==> config.mk <==
export PLATFORM = sky130hd
export DESIGN_NAME = itoa_queue
export DESIGN_NICKNAME = d
export VERILOG_FILES = /design/src/hw/rtl/itoa_pkg.sv /design/src/hw/rtl/itoa_queue.sv
export SDC_FILE = /design/constraint.sdc
export NUM_CORES = 1
export LEC_CHECK = 0
export ABC_AREA = 1
export BUFFER_PORTS_ARGS = -buffer_cell sky130_fd_sc_hd__buf_2
export CORE_ASPECT_RATIO = 0.9
export CORE_MARGIN = 1
export CORE_UTILIZATION = 47
export DETAILED_ROUTE_END_ITERATION = 8
export PLACE_DENSITY = 0.78
export SYNTH_ARGS = -nofsm -noshare
export SYNTH_HDL_FRONTEND = slang
export SYNTH_SLANG_ARGS = --single-unit
==> constraint.sdc <==
create_clock -name clk -period 3.3 [get_ports clk]
set_input_delay 0.66 -clock clk [delete_from_list [all_inputs] [get_ports clk]]
set_output_delay 0.66 -clock clk [all_outputs]
set_load 0.05 [all_outputs]
==> src/hw/rtl/itoa_pkg.sv <==
package itoa_pkg;

  // Digit storage: up to ten decimal or eight hex digits, four bits each
  localparam int DIG_N   = 10;
  localparam int DIG_W   = 4 * DIG_N;
  localparam int HEX_N   = 8;
  localparam int CNT_W   = 4;

  // Descriptor queue between front and back
  localparam int Q_DEPTH = 2;
  localparam int Q_AW    = 1;
  localparam int Q_CW    = 2;

  // Reciprocal of ten for the digit step: q = (x * RECIP10) >> RECIP_SH
  localparam logic [63:0] RECIP10  = 64'h0000_0000_CCCC_CCCD;
  localparam int          RECIP_SH = 35;

  // Character codes
  localparam logic [7:0] CH_MINUS = 8'h2D;
  localparam logic [7:0] CH_ZERO  = 8'h30;
  localparam logic [7:0] CH_SPACE = 8'h20;
  localparam logic [7:0] CH_X     = 8'h78;
  localparam logic [7:0] CH_A_UP  = 8'h41;
  localparam logic [7:0] CH_A_LO  = 8'h61;

  localparam logic [CNT_W-1:0] DEC_LIMIT = CNT_W'(DIG_N);
  localparam logic [CNT_W-1:0] HEX_LIMIT = CNT_W'(HEX_N);

  // One converted number, digits most significant at the top
  typedef struct packed {
    logic [DIG_W-1:0] digits;
    logic [CNT_W-1:0] ndig;
    logic             neg;
    logic             hex;
    logic             upper;
    logic             pad8;
    logic             padzero;
    logic             prefix;
  } itoa_desc_t;

  // Queue handshake from the front
  typedef struct packed {
    logic       push;
    itoa_desc_t desc;
  } itoa_push_t;

  typedef enum logic [1:0] {
    FE_IDLE,
    FE_CONV,
    FE_PUSH
  } fe_state_t;

  typedef enum logic [2:0] {
    BK_IDLE,
    BK_SIGN,
    BK_PRE0,
    BK_PREX,
    BK_PAD,
    BK_DIG
  } bk_state_t;

  // ASCII for one digit value
  function automatic logic [7:0] digit_char(input logic [3:0] d, input logic upper);
    logic [7:0] base;
    base = upper ? CH_A_UP : CH_A_LO;
    if (d < 4'd10) begin
      return CH_ZERO + {4'b0, d};
    end
    return base + {4'b0, d} - 8'd10;
  endfunction

endpackage

==> src/hw/rtl/itoa_queue.sv <==
module itoa_queue
  import itoa_pkg::*;
(
  input  logic       clk,
  input  logic       rst_n,
  input  itoa_push_t q_push,
  output logic       q_full,
  output logic       q_empty,
  input  logic       q_pop,
  output itoa_desc_t q_head
);

  itoa_desc_t      mem_r [Q_DEPTH];
  logic [Q_AW-1:0] wr_ptr_r, rd_ptr_r;
  logic [Q_CW-1:0] count_r;
  logic            do_push, do_pop;

  assign q_full  = (count_r == Q_CW'(Q_DEPTH));
  assign q_empty = (count_r == '0);
  assign q_head  = mem_r[rd_ptr_r];
  assign do_push = q_push.push && !q_full;
  assign do_pop  = q_pop && !q_empty;

  // Pointers and fill count
  always_ff @(posedge clk) begin
    if (!rst_n) begin
      wr_ptr_r <= '0;
      rd_ptr_r <= '0;
      count_r  <= '0;
    end else begin
      if (do_push) wr_ptr_r <= wr_ptr_r + Q_AW'(1);
      if (do_pop)  rd_ptr_r <= rd_ptr_r + Q_AW'(1);
      case ({do_push, do_pop})
        2'b10:   count_r <= count_r + Q_CW'(1);
        2'b01:   count_r <= count_r - Q_CW'(1);
        default: count_r <= count_r;
      endcase
    end
  end

  // Entry storage
  always_ff @(posedge clk) begin
    if (do_push) mem_r[wr_ptr_r] <= q_push.desc;
  end

endmodule

; ---- Word-level counts from Yosys, hierarchy flattened
; Memory sizes are Yosys's and may differ from the RTL's. A register that Yosys moved wholly into a read port is not among the register bits.
; Index checks and enable logic that the tools add are counted.
[op_classes]
n_eq_ne = 3
reduce_logical = 6
addsub = 4
mux = 5
[op_table]
columns = operator, count
row1 = 2-bit == test (second input constant), 2
row2 = 1-bit 2-to-1 mux, 4
row3 = 2-bit one-hot mux with 2 select lines, 1
row4 = 1-bit adder (second input constant), 2
row5 = 2-bit by 1-bit adder with 2-bit output (second input constant), 1
row6 = 2-bit by 1-bit == test with 1-bit output (second input constant), 1
row7 = 1-bit logical AND, 2
row8 = 1-bit zero test, 2
row9 = 2-bit zero test, 1
row10 = 2-bit nonzero test, 1
row11 = 2-bit by 1-bit subtractor with 2-bit output (second input constant), 1
[word_totals]
out_inout_bits = 52
ramBits = 100
n_memories = 1
inputBits = 54
register_bits = 4
word_cells = 22
[memory_table]
columns = memory, words, word_bits, rd, rd_ports_with_merged_regs, wr, line_no
row1 = mem_r, 2, 50, 1, 1, 1, itoa_queue.sv:13  ; itoa_desc_t mem_r [Q_DEPTH];

; ---- Longest topological paths before layout
[logic_depth]
ltp_word = 5
mapped_depth = 10

; ---- Worst setup path before layout
; No wires, ideal clock.
[synth_timing]
path_type = input port to flip-flop
start = input q_push[50] (netlist bit)
end = memory mem_r[0][0] (netlist bit) (enable)
t_required_ns = 2.842
arrival_ns = 3.010
setup_slack_ns = -0.168
path_buffers = 0
path_stages = 4
path_cell_list = inv_1 -> nor2_1 -> inv_1 -> nor2_1
[synth_via]
elab_chain_len = 3
[synth_rtl]
columns = element, line_no
row1 = from (decl), itoa_queue.sv:6  ; input itoa_push_t q_push,
row2 = 1-bit logical AND, itoa_queue.sv:21  ; assign do_push = q_push.push && !q_full;
row3 = 1-bit 2-to-1 mux, itoa_queue.sv:43  ; if (do_push) mem_r[wr_ptr_r] <= q_push.desc;
row4 = 1-bit 2-to-1 mux (implied by the code), itoa_queue.sv:43
row5 = to (decl), itoa_queue.sv:13
; Every way passes these cells.

==> out/qor.txt <==
FINISH
-------------------------------------------------------------------------------------
Area growth syn-to-layout                                                       19.3%
Final Instance Count excl. Fillers                                                428
End-of-flow core utilization                                                    59.4%
Most frequent standard cell in the layout excluding fill and tap cells   sky130_fd_sc_hd__buf_2
Share of post-route cells with drive strength above 1                           56.5%
Final layout net count                                                            363
Diodes inserted                                                                     0
Filler cell count in the final layout                                             649
Most frequent cells in the layout                                        sky130_fd_sc_hd__buf_2 (105), sky130_fd_sc_hd__edfxtp_1 (100), sky130_fd_sc_hd__mux2_4 (50), sky130_fd_sc_hd__nor2_1 (11), sky130_fd_sc_hd__clkbuf_8 (10)

GLOBAL ROUTE
-------------------------------------------------------------------------------------
Initial antenna violation count                                                     0
Largest net degree at the start of global routing                                  51
Residual overflow from global routing                                               0
First-pass GRT wire length                                                    9610 µm
All-layer global routing usage                                                  14.4%
Number of global-route vias before repair                                        2037

SYNTH
-------------------------------------------------------------------------------------
Library cell occupying the most area in the post-synthesis netlist       sky130_fd_sc_hd__edfxtp_1
Post-synth net total                                                              251
Number of storage elements in the synthesis netlist                               105
Post-Synthesis Cells                                                              196
Yosys cell types                                                                   14
Mean instance size in the synthesized netlist                                21.0 µm²
Synth top area share                                                            73.0%
Total number of yosys warnings                                                      0
Part of the Yosys area used for sequential elements                             75.4%
Cell types occupying the most area after synthesis                       sky130_fd_sc_hd__edfxtp_1 (73%), sky130_fd_sc_hd__mux2_4 (18%), sky130_fd_sc_hd__buf_12 (2.4%)
Synth Cell Area                                                              4110 µm²

CRITICAL PATH
-------------------------------------------------------------------------------------
Arrival @ worst endpoint                                                      1.94 ns
Maximum single-stage delay on the critical path                               0.96 ns
Worst Setup End Kind                                                      output port
Largest delay contributor family on the critical path                      flip-flops
Startpoint type of the worst setup path                                     flip-flop
FF-to-FF Start                                                             count_r[0]
Number of buffers and inverters on the critical path                                1
Critical path fanouts, max                                                         50
Slowest cell on the critical path                                        sky130_fd_sc_hd__dfxtp_4
Chain of cells forming the critical path                                 mux2_4 > buf_2
Type of the worst setup path                                             flip-flop to output port
Data required time of the worst path                                          2.64 ns

FLOORPLANNING
-------------------------------------------------------------------------------------
Core Region                                                                  8260 µm²
IO Pins                                                                           106
Initial standard-cell utilization of the core                                   49.8%
Cell Rows                                                                          31
Chip Height                                                                   90.8 µm
Die outline area                                                             9130 µm²
Die boundary width                                                             101 µm

POWER AND IR DROP
-------------------------------------------------------------------------------------
Sw Share                                                                        35.2%
Switching power                                                               1.25 mW
VDD IR max                                                                   0.464 mV
Share of power burned in the clock network                                      20.3%
Share of total power in sequential cells                                        48.8%
Cell internal power dissipation                                               2.31 mW
Power density over cell area                                               725 nW/µm²
Leakage power total                                                           1.97 nW
Combinational cell fraction of total power                                      30.9%
Tot Pwr                                                                       3.56 mW

CLOCK NETWORK
-------------------------------------------------------------------------------------
Max H-tree Level                                                                    3
Clock buffer count from CTS                                                         9
Max Buffers Root-to-Sink                                                            2
CTS clk-pin slew, worst paths                                                 0.10 ns
Clk root buf                                                             sky130_fd_sc_hd__clkbuf_8
Number of gates resized after CTS                                                   0
Post-CTS setup repair buffer count                                                  0
Count of clock tree sinks                                                         105
Clock latency at the later pin of the worst-skew pair                         0.36 ns
Clock tree from TritonCTS                                                        done
Count of hold buffers inserted by post-cts repair                                   0

TIMING
-------------------------------------------------------------------------------------
Period minus WS final                                                         2.60 ns
Setup repair after global routing missed its margin                             false
Worst slew pin tran                                                          0.926 ns
Post-route clock period utilization                                             78.9%
Fin Clk Skew                                                                0.0103 ns
Sum of negative setup slack                                                      0 ns
Final critical-path setup slack                                              0.696 ns
Highest clock rate                                                            384 MHz
Number of pins with negative max-slew slack in the final report                     0
Count of endpoints failing hold in the final timing report                          0
Endpoints failing setup                                                             0
Rel. slew slack                                                                 38.3%

ROUTE
-------------------------------------------------------------------------------------
Vias per Instance                                                                4.63
Via count                                                                        1982
Number of detailed-routing iterations run before antenna repair                     4
Iteration-0 DRC Markers                                                            56
Total Wirelength                                                              6120 µm
Routed wire per std cell                                                      14.3 µm
DRC viols                                                                           0
Number of nets still failing antenna checks after routing                           0

HOLD PATH
-------------------------------------------------------------------------------------
Hold Path Origin                                                            q_push[8]
Worst hold-check path type                                               primary input to flip-flop

PLACED DESIGN
-------------------------------------------------------------------------------------
Port Buf Inserts                                                                  105
Placement-stage worst setup slack                                             1.07 ns
Placed Cells                                                                      412
Final weighted congestion in routability-driven placement                       0.737
Half-perimeter wire length of the detailed placement result                   4210 µm

RUN
-------------------------------------------------------------------------------------
Maximum capacitance violations                                                      0

STATUS
-------------------------------------------------------------------------------------
Outcome                                                                  finished, final reports clean

## power by group through the flow
| stage | combinational (mW) | sequential, mW | clock (mW) |
|---|---|---|---|
| 4_1_cts | 1.11 | 1.74 | 0.754 |
| 3_3_place_gp | 1.10 | 1.76 | 0 |
| 3_5_place_dp | 1.11 | 1.77 | 0 |
| 6_report | 1.10 | 1.74 | 0.724 |
| 5_1_grt | 1.15 | 1.76 | 0.802 |
| 2_1_floorplan | 1.02 | 1.69 | 0 |
## path summary, 6_finish.rpt
check | endpoint | slack, ns | depth (start not counted)
hold / removal | mem_r[0][8] | 0.48 | 1
setup / recovery | q_head[36] | 0.70 | 2
setup reg to reg | mem_r[0][38] | 1.53 | 5
hold reg to reg | count_r[1] | 0.51 | 2
## layer usage
metal	share of wire (%)	track usage (%)	vias up	routed length, µm
met4	0.85	5.80	0	52
met1	42	16.5	939	2560
met2	50	24.0	76	3060
li1	-	-	961	-
met5	0	0	-	0
met3	7.3	5.65	6	447
## registers in the layout, summed over array words and instances, names as in the netlist, named ones only
signal    count
mem_r       100
count_r       2
rd_ptr_r      1
wr_ptr_r      1
## logic make-up (layout without fill, tap and decap cells)
| group | after synthesis | in the layout | share of synthesized area (%) |
|---|---|---|---|
| buffers and inverters | 15 | 132 | 3.53 |
| AO/OA/AOI/OAI | 2 | 2 | 0.243 |
| adder cells (fa/ha/maj) | 1 | 1 | 0.304 |
| AND/OR/NAND/NOR | 23 | 23 | 2.25 |
| multiplexers | 50 | 50 | 18.2 |
| flip-flops | 105 | 105 | 75.4 |
## metrics by stage
stage	hold slack, ns	instance area, µm²
4_1_cts	0.451	4910
3_5_place_dp	0.500	4720
5_1_grt	0.452	4910
2_1_floorplan	0.452	4120
3_3_place_gp	0.467	4720
6_report	0.479	4910
## cells in the mapped netlist
master	count
sky130_fd_sc_hd__nand3_1	1
sky130_fd_sc_hd__inv_1	9
sky130_fd_sc_hd__dfxtp_1	5
sky130_fd_sc_hd__mux2_4	50
sky130_fd_sc_hd__o21ai_0	1
sky130_fd_sc_hd__buf_6	1
sky130_fd_sc_hd__nand4_1	1
sky130_fd_sc_hd__buf_12	5
sky130_fd_sc_hd__a21oi_1	1
sky130_fd_sc_hd__nand2_1	8
sky130_fd_sc_hd__nor2_2	1
sky130_fd_sc_hd__edfxtp_1	100
sky130_fd_sc_hd__nor2_1	12
sky130_fd_sc_hd__ha_1	1
## area by class of cell
type                            count  area (µm²)  area share (%)
Clock buffer                       10         138            2.80
Tap cell                          115         144            2.93
Timing Repair Buffer              107         566            11.5
Multi-Input combinational cell     76         873            17.8
Clock inverter                      6        48.8           0.994
Sequential cell                   105        3110            63.3
Inverter                            9        33.8           0.688
Power figures use the tool's default switching activity.
