### src/hw/rtl/itoa_pkg.sv
package itoa_pkg;

  // Digit storage: up to ten decimal or eight hex digits, four bits each
  localparam int DIG_N   = 10;
  localparam int DIG_W   = 4 * DIG_N;
  localparam int HEX_N   = 8;
  localparam int CNT_W   = 4;

  // Descriptor queue between front and back
  localparam int Q_DEPTH = 2;
  localparam int Q_AW    = 1;
  localparam int Q_CW    = 2;

  // Reciprocal of ten for the digit step: q = (x * RECIP10) >> RECIP_SH
  localparam logic [63:0] RECIP10  = 64'h0000_0000_CCCC_CCCD;
  localparam int          RECIP_SH = 35;

  // Character codes
  localparam logic [7:0] CH_MINUS = 8'h2D;
  localparam logic [7:0] CH_ZERO  = 8'h30;
  localparam logic [7:0] CH_SPACE = 8'h20;
  localparam logic [7:0] CH_X     = 8'h78;
  localparam logic [7:0] CH_A_UP  = 8'h41;
  localparam logic [7:0] CH_A_LO  = 8'h61;

  localparam logic [CNT_W-1:0] DEC_LIMIT = CNT_W'(DIG_N);
  localparam logic [CNT_W-1:0] HEX_LIMIT = CNT_W'(HEX_N);

  // One converted number, digits most significant at the top
  typedef struct packed {
    logic [DIG_W-1:0] digits;
    logic [CNT_W-1:0] ndig;
    logic             neg;
    logic             hex;
    logic             upper;
    logic             pad8;
    logic             padzero;
    logic             prefix;
  } itoa_desc_t;

  // Queue handshake from the front
  typedef struct packed {
    logic       push;
    itoa_desc_t desc;
  } itoa_push_t;

  typedef enum logic [1:0] {
    FE_IDLE,
    FE_CONV,
    FE_PUSH
  } fe_state_t;

  typedef enum logic [2:0] {
    BK_IDLE,
    BK_SIGN,
    BK_PRE0,
    BK_PREX,
    BK_PAD,
    BK_DIG
  } bk_state_t;

  // ASCII for one digit value
  function automatic logic [7:0] digit_char(input logic [3:0] d, input logic upper);
    logic [7:0] base;
    base = upper ? CH_A_UP : CH_A_LO;
    if (d < 4'd10) begin
      return CH_ZERO + {4'b0, d};
    end
    return base + {4'b0, d} - 8'd10;
  endfunction

endpackage

### src/hw/rtl/itoa_back.sv
module itoa_back
  import itoa_pkg::*;
(
  input  logic       clk,
  input  logic       rst_n,
  input  logic       q_empty,
  input  itoa_desc_t q_head,
  output logic       q_pop,
  output logic       out_valid,
  output logic [7:0] out_char,
  output logic       out_last_char
);

  bk_state_t        state_r, state_nxt;
  logic [DIG_W-1:0] digits_r, digits_nxt;
  logic [CNT_W-1:0] dcnt_r, dcnt_nxt;
  logic [CNT_W-1:0] pcnt_r, pcnt_nxt;
  logic             upper_r, upper_nxt;
  logic             padzero_r, padzero_nxt;
  logic             valid_r, valid_nxt;
  logic [7:0]       char_r, char_nxt;
  logic             last_r, last_nxt;
  logic             head_pad;

  assign head_pad = q_head.pad8 && (q_head.ndig != HEX_LIMIT);

  // Next state
  always_comb begin
    state_nxt = state_r;
    case (state_r)
      BK_IDLE: begin
        if (!q_empty) begin
          if (!q_head.hex) state_nxt = q_head.neg ? BK_SIGN : BK_DIG;
          else if (q_head.prefix) state_nxt = BK_PRE0;
          else state_nxt = head_pad ? BK_PAD : BK_DIG;
        end
      end
      BK_SIGN: state_nxt = BK_DIG;
      BK_PRE0: state_nxt = BK_PREX;
      BK_PREX: state_nxt = (pcnt_r != '0) ? BK_PAD : BK_DIG;
      BK_PAD:  state_nxt = (pcnt_r == CNT_W'(1)) ? BK_DIG : BK_PAD;
      BK_DIG:  state_nxt = (dcnt_r == CNT_W'(1)) ? BK_IDLE : BK_DIG;
      default: state_nxt = BK_IDLE;
    endcase
  end

  // Character emission and descriptor load
  always_comb begin
    digits_nxt  = digits_r;
    dcnt_nxt    = dcnt_r;
    pcnt_nxt    = pcnt_r;
    upper_nxt   = upper_r;
    padzero_nxt = padzero_r;
    valid_nxt   = 1'b0;
    char_nxt    = char_r;
    last_nxt    = 1'b0;
    q_pop       = 1'b0;
    case (state_r)
      BK_IDLE: begin
        if (!q_empty) begin
          q_pop       = 1'b1;
          digits_nxt  = q_head.digits;
          dcnt_nxt    = q_head.ndig;
          upper_nxt   = q_head.upper;
          padzero_nxt = q_head.padzero;
          pcnt_nxt    = (q_head.hex && head_pad) ? (HEX_LIMIT - q_head.ndig) : '0;
        end
      end
      BK_SIGN: begin
        valid_nxt = 1'b1;
        char_nxt  = CH_MINUS;
      end
      BK_PRE0: begin
        valid_nxt = 1'b1;
        char_nxt  = CH_ZERO;
      end
      BK_PREX: begin
        valid_nxt = 1'b1;
        char_nxt  = CH_X;
      end
      BK_PAD: begin
        valid_nxt = 1'b1;
        char_nxt  = padzero_r ? CH_ZERO : CH_SPACE;
        pcnt_nxt  = pcnt_r - CNT_W'(1);
      end
      BK_DIG: begin
        valid_nxt  = 1'b1;
        char_nxt   = digit_char(digits_r[DIG_W-1 -: 4], upper_r);
        last_nxt   = (dcnt_r == CNT_W'(1));
        digits_nxt = {digits_r[DIG_W-5:0], 4'b0};
        dcnt_nxt   = dcnt_r - CNT_W'(1);
      end
      default: begin
        valid_nxt = 1'b0;
      end
    endcase
  end

  assign out_valid     = valid_r;
  assign out_char      = char_r;
  assign out_last_char = last_r;

  always_ff @(posedge clk) begin
    if (!rst_n) begin
      state_r <= BK_IDLE;
      valid_r <= 1'b0;
    end else begin
      state_r <= state_nxt;
      valid_r <= valid_nxt;
    end
  end

  always_ff @(posedge clk) begin
    digits_r  <= digits_nxt;
    dcnt_r    <= dcnt_nxt;
    pcnt_r    <= pcnt_nxt;
    upper_r   <= upper_nxt;
    padzero_r <= padzero_nxt;
    char_r    <= char_nxt;
    last_r    <= last_nxt;
  end

endmodule

### config.mk
export PLATFORM = sky130hd
export DESIGN_NAME = itoa_back
export DESIGN_NICKNAME = d
export VERILOG_FILES = /design/src/hw/rtl/itoa_pkg.sv /design/src/hw/rtl/itoa_back.sv
export SDC_FILE = /design/constraint.sdc
export NUM_CORES = 1
export LEC_CHECK = 0
export BUFFER_PORTS_ARGS = -buffer_cell sky130_fd_sc_hd__buf_4
export CORE_MARGIN = 2
export CORE_UTILIZATION = 39
export CTS_BUF_LIST = sky130_fd_sc_hd__clkbuf_8 sky130_fd_sc_hd__clkbuf_16
export DETAILED_ROUTE_END_ITERATION = 12
export MAX_ROUTING_LAYER = met4
export SLEW_MARGIN = 20
export SYNTH_ARGS = -nofsm -noshare
export SYNTH_HDL_FRONTEND = slang
export SYNTH_SLANG_ARGS = --single-unit
### constraint.sdc
create_clock -name clk -period 3.7 [get_ports clk]
set_input_delay 0.185 -clock clk [delete_from_list [all_inputs] [get_ports clk]]
set_output_delay 0.185 -clock clk [all_outputs]
set_load 0.05 [all_outputs]
After elaboration in Yosys (flattened, before gate mapping). Index checks and enable logic that the tools add are counted.

Flip-flop bits (word level): 63. Word-level logic and storage cells: 63.

Add/subtract/negate cells: 6. Magnitude comparators: 1. Equal/unequal tests: 9. Mux-type cells: 26. Bitwise logic cells: 1. Reductions and logical operators: 11.

Operators by type and width (number): $pmux W40 S2 (1); $mux W40 (1); $pmux W8 S5 (1); $pmux W3 S6 (1); $mux W8 (2); $pmux W4 S2 (2); $mux W3 (5); $mux W4 (3); $add A7 B4 Y8 (1); $eq A4 B1 Y1 const B (2); $mux W1 (8); $sub A4 B1 Y4 const B (2); $sub A8 B4 Y8 const B (1); $add A6 B4 Y7 const A (1); $eq A3 B2 Y1 const B (2); $eq A3 B3 Y1 const B (2); $mux W6 (1); $reduce_and A2 Y1 (3); $mux W5 (1); $reduce_bool A5 Y1 (1); $reduce_or A5 Y1 (1); $lt A4 B4 Y1 const B (1); $ne A4 B4 Y1 const B (1); $reduce_bool A2 Y1 (2); other kinds (7) (8).

Longest topological paths before layout. Gate-level depths: netlist of run 1.

Word-level depth: 7. Gate-level depth with buffers: 7. Mapped depth without buffers: 6.

Least setup slack after synthesis of run 1. Ideal clock, no wire load.

Kind: flip-flop to flip-flop. From: register state_r[2]. To: register dcnt_r[0], enable pin. Setup time: 0.402 ns. Arrival time: 1.897 ns. Required time: 3.298 ns. Path slack: 1.400 ns. Stages on the path, launching flop included: 7. Path buffers: 3. Clock period less this slack: 2.300 ns. Cells stage by stage: dfxtp_1 > buf_4 > and2b_1 > buf_6 > nand2_8 > buf_2 > nand2_1.

Word-level cells in the longest chain between the ends: 3.

Ends and longest elaborated chain: from (decl) (line itoa_back.sv:14) `bk_state_t state_r, state_nxt;`; from (signal assigned) (line itoa_back.sv:108) `state_r <= state_nxt;`; $eq A3 B3 Y1 / $logic_not A3 Y1 (equally long branches) (line itoa_back.sv:58) `case (state_r)`; $reduce_bool A2 Y1 (no source line) / $ne A2 B2 Y1 (equally long branches); $reduce_and A2 Y1 (no source line) *; to (signal assigned) (line itoa_back.sv:115) `dcnt_r <= dcnt_nxt;`; to (decl) (line itoa_back.sv:16) `logic [CNT_W-1:0] dcnt_r, dcnt_nxt;`.

Every way passes the cells marked *; elsewhere a longest branch is shown, timed or not. A chain may end at the register's enable or synchronous reset.

Worst setup path in the final report of run 1.
From: register state_r[1]. To: register digits_r[4], enable pin.

Word-level cells in the longest chain between the ends: 3.

Ends and longest elaborated chain: $eq A3 B3 Y1 / $logic_not A3 Y1 (equally long branches) (line itoa_back.sv:58); $reduce_bool A2 Y1 (no source line) / $ne A2 B2 Y1 (equally long branches); $reduce_and A2 Y1 (no source line) *; to (signal assigned) (line itoa_back.sv:114) `digits_r <= digits_nxt;`; to (decl) (line itoa_back.sv:15) `logic [DIG_W-1:0] digits_r, digits_nxt;`.

Marked as above.

==> results.ini, run 1 <==
[global_route]
grt_pass1_wl_mm=8.45
grt_max_degree=51
track_usage_pct=13.3
overflow=0
grt_antenna_before_repair=0
grt_pass1_vias=1767

[routing]
drt_iter0_markers=105
vias=1818
antenna_left=0
drtPass1Iterations=4
wl_per_cell_um=13.9
via_per_inst=4.77
drc=0
drt_wl_total_mm=5.31

[sta]
hold_viol=0
totalNegativeSetupSlack_ps=0
finalSetupViolations=0
rsz0062_at_grt=false
worst_slew_pin_slew_ps=693
fin_ws_ps=1560
slew_headroom_pct=53.7
clock_skew_ps=8.92
timing.final.crit_share_pct=57.8
min_period_ps=2140
max_freq_mhz=468
slew_violations=0

[floorplan]
num_rows=32
initial_core_util_pct=40.3
design.die.area_um2=8710
ioPinCount=64
core_area_um2=7730
die_h_um=93.3
die_x_um=93.3

[cts]
cts-root-buf=clkbuf_8
numClockSinks=62
cts_tree=done
cts_max_level=3
clk_latency_ps=340
path_clk_slew_ps=70
clock_path_buffers=2
cts_made_buffers=9
ctsResizeCount=0
post-cts-setup-buffers=0
cts_hold_buf=0

[setup_path]
path_cells=and2b_1, nand2_8, nand2_2, buf_4
critPathLaunchType=flip-flop
worst-path-buf-inv=1
cpLargestDelayFamily=simple AND/OR/NAND/NOR gates
required_ps=3710
end_kind=flip-flop
cp_max_fo=50
slowest_stage=and2b_1
arrival_ps=2150
slowest_delay_ps=520
critical_path_class=flip-flop to flip-flop

[synth]
avgSynthCellArea_um2=14.7
synth_nets=272
netlist_area_um2=3110
netlist_instances=212
ys_seq_area_share_pct=58.2
synth-edff-count=57
async_flop_share_pct=0
yosys_warnings=0
yosysUniqueCellTypes=37
synthFlopType=edfxtp_1
synth_seq_cells=62

[run]
max_cap_violations=0

[layout]
drive_above_1_share_pct=41.2
layout.cells.most_common=buf_4
antenna_cells=0
fin_util_pct=48.9
finalInstanceArea_um2=3770
nets=335
finalNonFillerCells=381
fillCellCount=695
final_cell_mix=64 x buf_4, 57 x edfxtp_1, 36 x mux2_4
syn2layout_area_growth_pct=21.4

[placement]
gp_congestion=0.821
place_hpwl_mm=3.58
pre_cts_ws_ps=1580
placed_cells=366
dpl_cell_area_um2=3600
portBuffers=62

[power_and_ir_drop]
ir_drop_mv=0.259
pwr_density_cell_nw_per_um2=587
leakagePower_nw=1.61

[hold_path]
min_path_type=input port to flip-flop

[outcome]
outcome=finished, final reports clean

==> through the flow <==
step           hold slack, ps  power [mW]
6_report                 15.4        2.22
5_1_grt                  2.28        2.33
4_1_cts                0.0914        2.24
3_5_place_dp              365        1.68
3_3_place_gp              367        1.66
2_1_floorplan             284        1.53
==> power breakdown <==
group / switching, mW / internal [mW]
Combinational: 0.340 / 0.248
Sequential: 0.0861 / 0.983
Clock: 0.260 / 0.300
Total: 0.686 / 1.53
==> flip-flops by register name (all words and copies together) (netlist names) <==
signal	cells
digits_r	40
padzero_r	1
state_r	3
pcnt_r	4
out_char	7
out_valid	1
out_last_char	1
upper_r	1
dcnt_r	4
==> metal layers <==
layer	track usage [%]	share of wire, %	vias up	wire length, µm
li1	-	-	900	-
met1	16.7	45	847	2420
met2	19.3	47	62	2470
met3	4.35	6.6	9	351
met4	6.86	1.4	0	73
met5	-	0	-	0
==> worst reg2reg max path: cells and delay by family, from the launching register on <==
family                 cells  cell delay, ps
buffers and inverters      1             310
flip-flops                 1             410
AND/OR/NAND/NOR            3            1080
==> area by class of cell <==
type	count	area, µm²	area share [%]
sequential	62	1810	48.0
inverter	11	41.3	1.09
timing repair buffer	64	480	12.7
clock inverter	6	55.1	1.46
multi-input combinational	127	1130	30.1
clock buffer	9	124	3.28
tap	102	128	3.38
==> cell usage after synthesis (2+ instances only) <==
cell,n,share of area (%)
edfxtp_1,57,55
mux2_4,36,17
nand2_1,16,1.9
inv_1,11,1.3
o21ai_0,8,1.3
ha_1,7,2.8
xnor2_1,7,2.0
a21oi_1,6,0.97
and2_1,5,1.0
dfxtp_1,5,3.2
o22ai_1,5,1.0
buf_2,4,0.64
nor2_1,4,0.48
nor3_1,4,0.64
buf_12,3,1.9
buf_4,3,0.72
nand2b_1,3,0.60
nand3_1,3,0.48
nand3b_1,3,0.72
and2b_1,2,0.48
buf_6,2,0.72
o21a_1,2,0.48
xor2_1,2,0.56
==> final timing paths <==
kind	startpoint	to	slack [ps]	depth (start not counted)
worst max-delay path	state_r[1]$_SDFFE_PN0P_	digits_r[4]$_DFFE_PP_	1560	4
worst min-delay path	q_head[1]	padzero_r$_DFFE_PP_	20	1
worst max register to register	state_r[1]$_SDFFE_PN0P_	digits_r[4]$_DFFE_PP_	1560	4
worst min register to register	digits_r[16]$_DFFE_PP_	digits_r[20]$_DFFE_PP_	550	1
==> logic make-up after synthesis <==
kind of cell             share of synthesized area [%]
adder cells (fa/ha/maj)                           2.82
multiplexers                                      17.4
buffers and inverters                             5.35
other                                            0.121
flip-flops                                        58.2
AO/OA/AOI/OAI                                     5.71
AND/OR/NAND/NOR                                   7.84
XOR/XNOR                                          2.53
Note: power is estimated with default switching activity, not from simulation.
==> run 2: changes to the inputs <==
- clock period: 3.7 -> 1.7 ns (I/O delays scaled with it)
==> results.ini, run 2 (synthesis gave the netlist of run 1 again) <==
[sta]
min_period_ps=1550  ; was 2140 ps
slew_violations=0  ; unchanged
finalSetupViolations=0  ; unchanged
timing.final.crit_share_pct=91.1  ; was 57.8%
max_freq_mhz=645  ; was 468 MHz
rsz0062_at_grt=false  ; unchanged
totalNegativeSetupSlack_ps=0  ; unchanged
clock_skew_ps=6.28  ; was 8.92 ps
hold_viol=0  ; unchanged

[power_and_ir_drop]
seqPwrFrac_pct=47.3  ; was 48.2%
internal_power_mw=3.34  ; was 1.53 mW
p_switching_mw=1.48  ; was 0.686 mW
ir_drop_mv=0.441  ; was 0.259 mV
leakagePower_nw=1.70  ; was 1.61 nW
pwr_density_cell_nw_per_um2=1230  ; was 587 nW/µm²
pwr-share-clk_pct=22.2  ; was 25.3%
finalPower_mw=4.82  ; was 2.22 mW
pwr-share-comb_pct=30.5  ; was 26.5%
netSwitchingFraction_pct=30.8  ; was 31.0%

[setup_path]
slowest_delay_ps=310  ; was 520 ps
end_kind=flip-flop  ; unchanged
cp_max_fo=25  ; was 50
required_ps=1780  ; was 3710 ps
arrival_ps=1630  ; was 2150 ps
critical_path_class=flip-flop to flip-flop  ; unchanged
path_cells=and2b_1, nand2_8, buf_12, mux2_4  ; was and2b_1, nand2_8, nand2_2, buf_4
critPathLaunchType=flip-flop  ; unchanged
slowest_stage=and2b_1  ; unchanged

[floorplan]
design.die.area_um2=8710  ; unchanged
die_x_um=93.3  ; unchanged
core_area_um2=7730  ; unchanged
die_h_um=93.3  ; unchanged
ioPinCount=64  ; unchanged
num_rows=32  ; unchanged
initial_core_util_pct=40.3  ; unchanged

[placement]
gp_congestion=0.850  ; was 0.821
place_hpwl_mm=3.62  ; was 3.58 mm
portBuffers=62  ; unchanged

[cts]
cts_tree=done  ; unchanged
path_clk_slew_ps=70  ; about the same
post-cts-setup-buffers=0  ; unchanged
clk_latency_ps=330  ; was 340 ps
cts_max_level=3  ; unchanged
cts_made_buffers=9  ; unchanged
numClockSinks=62  ; unchanged
cts-root-buf=clkbuf_8  ; unchanged
clock_path_buffers=2  ; unchanged

[global_route]
track_usage_pct=13.2  ; was 13.3%
grt_pass1_vias=1719  ; was 1767
overflow=0  ; unchanged
grt_antenna_before_repair=0  ; unchanged
grt_max_degree=26  ; was 51
grt_pass1_wl_mm=8.48  ; was 8.45 mm

[routing]
wl_per_cell_um=13.4  ; was 13.9 µm
drtPass1Iterations=4  ; unchanged
via_per_inst=4.64  ; was 4.77
antenna_left=0  ; unchanged
drc=0  ; unchanged
vias=1828  ; was 1818
drt_wl_total_mm=5.29  ; was 5.31 mm
drt_iter0_markers=42  ; was 105

[outcome]
outcome=finished, final reports clean  ; unchanged

[hold_path]
min_path_type=input port to flip-flop  ; unchanged

[layout]
antenna_cells=0  ; unchanged
largest_reg_flops=40  ; unchanged
nets=347  ; was 335
drive_above_1_share_pct=43.2  ; was 41.2%
layout.cells.most_common=buf_4  ; unchanged
syn2layout_area_growth_pct=26.0  ; was 21.4%
regMostFlops=digits_r  ; unchanged
final_cell_mix=68 x buf_4, 57 x edfxtp_1, 36 x mux2_4  ; was 64 x buf_4, 57 x edfxtp_1, 36 x mux2_4

[run]
max_cap_violations=0  ; unchanged

-- run 2: changes by cell type in the layout (fill, tap and decap cells not counted), sizes merged --
| cell | delta |
|---|---|
| bufinv | -1 |
| dlygate4sd3 | +3 |
| inv | +2 |
| buf | +9 |
| clkbuf | +1 |
| clkinvlp | -1 |
-- run 2: cell type report --
type | count | area, µm²
sequential | 62 | 1810
fill | 683 | 3810
timing repair buffer | 76 | 632
multi-input combinational | 127 | 1140
clock inverter | 6 | 25.0
clock buffer | 10 | 138
inverter | 11 | 41.3
tap | 102 | 128
-- run 2: critical path, delay by kind of cell, from the launching register on --
family                 cells  cell delay [ps]
buffers and inverters      1              210
DFF                        1              300
muxes                      1              300
and+or+nand+nor            2              470
-- run 2: per-layer routing --
layer  share of wire, %  track usage [%]  routed length [µm]
met5                  0                -                   0
met4               0.98             4.78                  52
met3                5.3             4.27                 279
met2                 46             19.1                2430
met1                 48             17.4                2530
-- run 2: final timing paths --
check | startpoint | endpoint | slack, ps | depth (start not counted)
max | state_r[1]$_SDFFE_PN0P_ | digits_r[12]$_DFFE_PP_ | 150 | 4
min reg2reg | digits_r[28]$_DFFE_PP_ | digits_r[32]$_DFFE_PP_ | 540 | 1
max reg2reg | state_r[1]$_SDFFE_PN0P_ | digits_r[12]$_DFFE_PP_ | 150 | 4
min | q_head[12] | digits_r[2]$_SDFFCE_PP0P_ | 30 | 2
-- run 2: metrics by stage --
stage / cells / cell area [µm²] / utilization, % / hold WS (ps) / setup slack (ps)
after floorplan: 212 / 3120 / - / 184 / 59.8
after global placement: 375 / 3720 / 48.1 / 266 / 105
after detailed placement: 375 / 3720 / 48.1 / 266 / 114
after CTS: 394 / 3920 / 50.7 / 6.54 / 66.7
after global routing: 394 / 3920 / 50.7 / 26.0 / 46.0
final: 394 / 3920 / 50.7 / 25.5 / 150
-- run 2: power groups by stage --
| stage | registers, mW | clock network [mW] | logic, mW |
|---|---|---|---|
| 6_report | 2.28 | 1.07 | 1.47 |
| 5_1_grt | 2.32 | 1.18 | 1.61 |
| 4_1_cts | 2.29 | 1.13 | 1.48 |
| 3_5_place_dp | 2.32 | 0 | 1.45 |
| 3_3_place_gp | 2.31 | 0 | 1.44 |
| 2_1_floorplan | 2.46 | 0 | 0.866 |
-- run 2: repair_timing --
item                                   4_1_cts  5_1_grt
setup endpoints to repair                    1        1
gates resized for setup                      2        2
endpoints found under the hold margin        3        0
hold buffers                                 3        0
